File: src/sv/generational_handle_table_macros.svh
// Assertion macros for the generational handle table.
`ifndef GENERATIONAL_HANDLE_TABLE_MACROS_SVH
`define GENERATIONAL_HANDLE_TABLE_MACROS_SVH

// Check a condition at every clock edge outside reset.
`define GTAB_ASSERT_ALWAYS(label, cond, msg) \
  label: assert property (@(posedge clk) disable iff (rst) (cond)) else $error(msg);

// Check that an antecedent implies a consequent in the same cycle.
`define GTAB_ASSERT_IMPLIES(label, ante, cons, msg) \
  label: assert property (@(posedge clk) disable iff (rst) (ante) |-> (cons)) else $error(msg);

`endif

File: src/sv/gtab_ram.sv
// Generic single-write, single-read RAM with registered read data.
module gtab_ram #(
  parameter int WIDTH = 8,
  parameter int DEPTH = 256
) (
  input  logic                     clk,
  input  logic                     we,
  input  logic [$clog2(DEPTH)-1:0] waddr,
  input  logic [WIDTH-1:0]         wdata,
  input  logic [$clog2(DEPTH)-1:0] raddr,
  output logic [WIDTH-1:0]         rdata
);

  logic [WIDTH-1:0] mem [DEPTH];

  // Write and read one entry per cycle
  always_ff @(posedge clk) begin
    if (we) begin
      mem[waddr] <= wdata;
    end
    rdata <= mem[raddr];
  end

endmodule

File: config.mk
export PLATFORM = sky130hd
export DESIGN_NAME = gtab_ram
export DESIGN_NICKNAME = d
export VERILOG_FILES = /design/src/sv/generational_handle_table_macros.svh /design/src/sv/gtab_ram.sv
export SDC_FILE = /design/constraint.sdc
export NUM_CORES = 2
export LEC_CHECK = 0
export ABC_AREA = 0
export BUFFER_PORTS_ARGS = -buffer_cell sky130_fd_sc_hd__buf_2
export CAP_MARGIN = 20
export CORE_UTILIZATION = 63
export CTS_CLUSTER_DIAMETER = 200
export DETAILED_ROUTE_END_ITERATION = 8
export GPL_ROUTABILITY_DRIVEN = 1
export PLACE_DENSITY = 0.79
export REMOVE_ABC_BUFFERS = 1
export SLEW_MARGIN = 15
export SYNTH_ARGS = -nofsm -noshare
export SYNTH_HDL_FRONTEND = slang
export SYNTH_SLANG_ARGS = --single-unit
export TNS_END_PERCENT = 50
File: constraint.sdc
create_clock -name clk -period 5.6 [get_ports clk]
set_input_delay 0.56 -clock clk [delete_from_list [all_inputs] [get_ports clk]]
set_output_delay 0.56 -clock clk [all_outputs]
set_load 0.05 [all_outputs]
* Word-level counts from Yosys, hierarchy flattened *
Memories as Yosys holds them, arrays and structs flattened. A register that Yosys moved wholly into a read port is not among the register bits.
Cells that the tools add are included.

cells by class
  add/sub/neg operators = 0
  $mul = 0
  divide/modulo/power cells = 0
  $lt $le $gt $ge = 0
  eq/ne operators = 0
  shift operators = 0
  mux-type cells = 2
  bitwise gates (word level) = 0
  reduce and logical (&&, ||, !) cells = 0

operators with widths
  kind     number
  $mux W1  2

word-level totals
  register bits after elaboration = 0
  bits in latches = 0
  bits in writable memories = 2048
  bits in read-only memories = 0
  bits of input ports = 26
  output and inout port bits = 8
  word-level logic and storage cells = 3
  memories = 1

memories
  name  depth  bits a word  rd ports  clocked after Yosys merged registers in  wr ports  line            text
  mem   256    8            1         1                                        1         gtab_ram.sv:14  logic [WIDTH-1:0] mem [DEPTH];

* Depth between registers and ports, before layout *
  word-level depth = 2
  depth in mapped cells = 11

* Least setup slack after synthesis *
OpenSTA, ideal clock, no wires.

  path type = in2reg
  start = in raddr[0]
  end = reg rdata[2], read port of mem
  library setup time = 0.131 ns
  arrival = 2.367 ns
  data required time = 5.469 ns
  path slack = 3.102 ns
  cell stages on the path = 9
  buffers on the path = 4
  cell sequence = buf_6 -> buf_12 -> buf_8 -> buf_2 -> mux4_2 -> a22oi_1 -> a21oi_1 -> nor4_1 -> nor4_2

RTL lines
  what         line            text
  from (decl)  gtab_ram.sv:10  input logic [$clog2(DEPTH)-1:0] raddr,
  to (decl)    gtab_ram.sv:11  output logic [WIDTH-1:0] rdata

==> impl_metrics.toml <==
[run_status]
status = "finished with violations"
violations = "DRC"

[synthesis]
synth_top_area_frac = 0.773
synth_area_leaders = "edfxtp_1, mux4_2, mux2i_1"
synth_area_um2 = 79600
synth_edf_count = 2048
ys_seq_elements = 2056
postSynth.asyncResetShare = 0
ys.flop_type = "edfxtp_1"
ys_types = 55
yosysTopAreaCell = "edfxtp_1"
netlist_instances = 3733
syn_area_per_cell_um2 = 21.3
yosysWarnings = 0
seq_area_frac_synth = 0.775

[critical_path]
ff2ff_path_depth = 6
crit_required_ns = 6.27
start_kind = "primary input"
path_class = "primary input to flop"
crit_slowest_cell = "a221oi_1"
end_kind = "flop"
crit_chain = "buf_8 -> buf_12 -> mux4_2 -> a22o_1 -> a221oi_1 -> o32ai_1 -> nor3_1 -> nor4_1"
critPathArrivalTime_ns = 4.10
slowest_delay_ns = 0.85
crit_fanout = 41

[drt]
drtAntennaViolNets = 0
firstDrtPassIters = 9
wirelength_mm = 199
drt_iter0_drc = 6649
post_drt_via_cell_ratio = 7.25
drc = 6
num_vias = 40694
avgRoutedWirePerCell_um = 35.4

[sta]
tightest_slew_ns = 1.26
drv_slew = 0
fin_tns_setup_ns = 0
clock.fmax_ghz = 0.292
rsz0062_at_grt = "no"
slew_headroom = 0.158
finalCritPeriodShare = 0.613
holdWs_ns = 0.278
setup_violations = 0
fin_skew_ns = 0.0205
hold_violations = 0
period_needed_ns = 3.43

[floorplanning]
die_area_um2 = 128000
start_util = 0.634
fp.coreArea_um2 = 125000
chipWidth_um = 357
dieHeight_um = 357
io_pins = 34
rows = 130

[clocking]
ctsHoldBuffers = 0
cts.clk_slew.worst_paths_ns = 0.06
insertion_delay_ns = 0.82
cts_buffer_depth = 3
cts_setup_buffers = 0
clock-sinks = 2056
cts_made_buffers = 185
cts_htree_levels = 4
cts-root-buf = "clkbuf_16"
cts-resized-gates = 0
cts_tree = "built"

[pwr]
power.share.switching = 0.215
switching_power_mw = 6.59
ir_drop_uv = 356
pwr-share-clk = 0.394
p_comb_frac = 0.050
seqPwrFrac = 0.555
cellPowerDensity_nw_per_um2 = 352
p_leak_nw = 26.7
cellInternalPower_mw = 24.0

[placement]
gp_congestion = 0.855
placed_cells = 5270
dp_hpwl_mm = 114
post_dp_cell_area_um2 = 81300
io_buffers = 33

[worst_hold_path]
hold_path_depth = 1
hp-class = "primary input to flop"

[cells_and_area]
final_cells = 5616
mostFrequentLayoutCells = "edfxtp_1, mux4_2, nor2_1"
area_growth_syn_to_layout_pct = 9.35
final_cell_area_um2 = 87000
fin_nets = 3834
final_common_cell = "edfxtp_1"
utilization = 0.694
drive_above_1_share = 0.215

[global_routing]
grt.overflow.total = 0
grt_max_degree = 197
grt_pass1_vias = 40094
grt_usage = 0.316
grt_pass1_wl_mm = 285
antenna_found_initial = 12

[flow_run]
cap_violations = 0
[area by class of cell]
cell class	count	area, um2
inverter	2	7.51
antenna	11	27.5
multi-input combinational	1442	16500
sequential	2056	61700
clock inverter	106	747
clock buffer	228	4900
timing repair buffer	121	1120
tap	1650	2060
fill	7037	38400
[state kept, by name (all words and copies together), names as in the netlist]
register,count
mem,2048
rdata,8
[final timing paths]
check,from,to,slack [ns]
worst max-delay path,raddr[0],rdata[3]$_DFF_P_,2.17
worst min-delay path,wdata[4],mem[66][4]$_DFFE_PP_,0.28
worst max register to register,mem[208][3]$_DFFE_PP_,rdata[3]$_DFF_P_,2.59
worst min register to register,mem[50][2]$_DFFE_PP_,rdata[2]$_DFF_P_,1.03
[per-stage QoR]
stage	worst slack, ns	power, mW
global route	2.12	31.2
finish	2.17	30.6
detailed placement	1.35	18.8
floorplan	2.63	17.9
CTS	2.23	30.6
global placement	1.28	18.8
[per-layer routing]
layer / global-route usage / vias to the layer above / routed length (um) / share of wire
met5: 0.00556 / - / 134 / 0.00067
met4: 0.142 / 10 / 10100 / 0.051
met3: 0.0741 / 618 / 25500 / 0.13
met2: 0.488 / 3524 / 94500 / 0.48
met1: 0.437 / 20729 / 68700 / 0.35
li1: - / 15813 / - / -
[power by group through the flow]
stage	combinational [mW]	clock [mW]	sequential, mW
after floorplan	0.595	0	17.3
final	1.54	12.1	17.0
after global placement	1.46	0	17.3
after CTS	1.51	12.1	17.0
after detailed placement	1.49	0	17.3
after global routing	1.59	12.6	17.0
[logic make-up (layout without fill, tap and decap cells)]
logic type,count (synthesis),after routing,synth area share
other cells,0,11,0
compound gates,385,385,0.0342
simple gates,466,466,0.0263
buf+inv,235,457,0.0183
flops,2056,2056,0.775
mux,591,591,0.146
[synth_stat cells, types with 4 or more instances]
cell type / n
a211oi_1: 16
a21oi_1: 96
a221oi_1: 13
a22o_1: 8
a22oi_1: 133
and2_1: 6
buf_1: 22
buf_12: 8
buf_2: 31
buf_4: 27
buf_6: 21
buf_8: 13
clkbuf_1: 111
dfxtp_1: 8
edfxtp_1: 2048
mux2i_1: 134
mux4_2: 454
nand2_1: 33
nand2b_1: 8
nand3_1: 34
nand4_1: 10
nor2_1: 282
nor2b_1: 31
nor3_1: 22
nor4_1: 24
o211ai_1: 10
o21ai_0: 10
o221ai_1: 46
o22a_1: 5
o22ai_1: 28
o32ai_1: 4
or2_2: 4
[worst max-delay path: cells and delay by family]
kind | cells | cell delay (ns)
simple gates | 2 | 0.65
compound gates | 3 | 1.38
mux | 1 | 0.54
buf+inv | 2 | 0.84
Power figures use the tool's default switching activity.
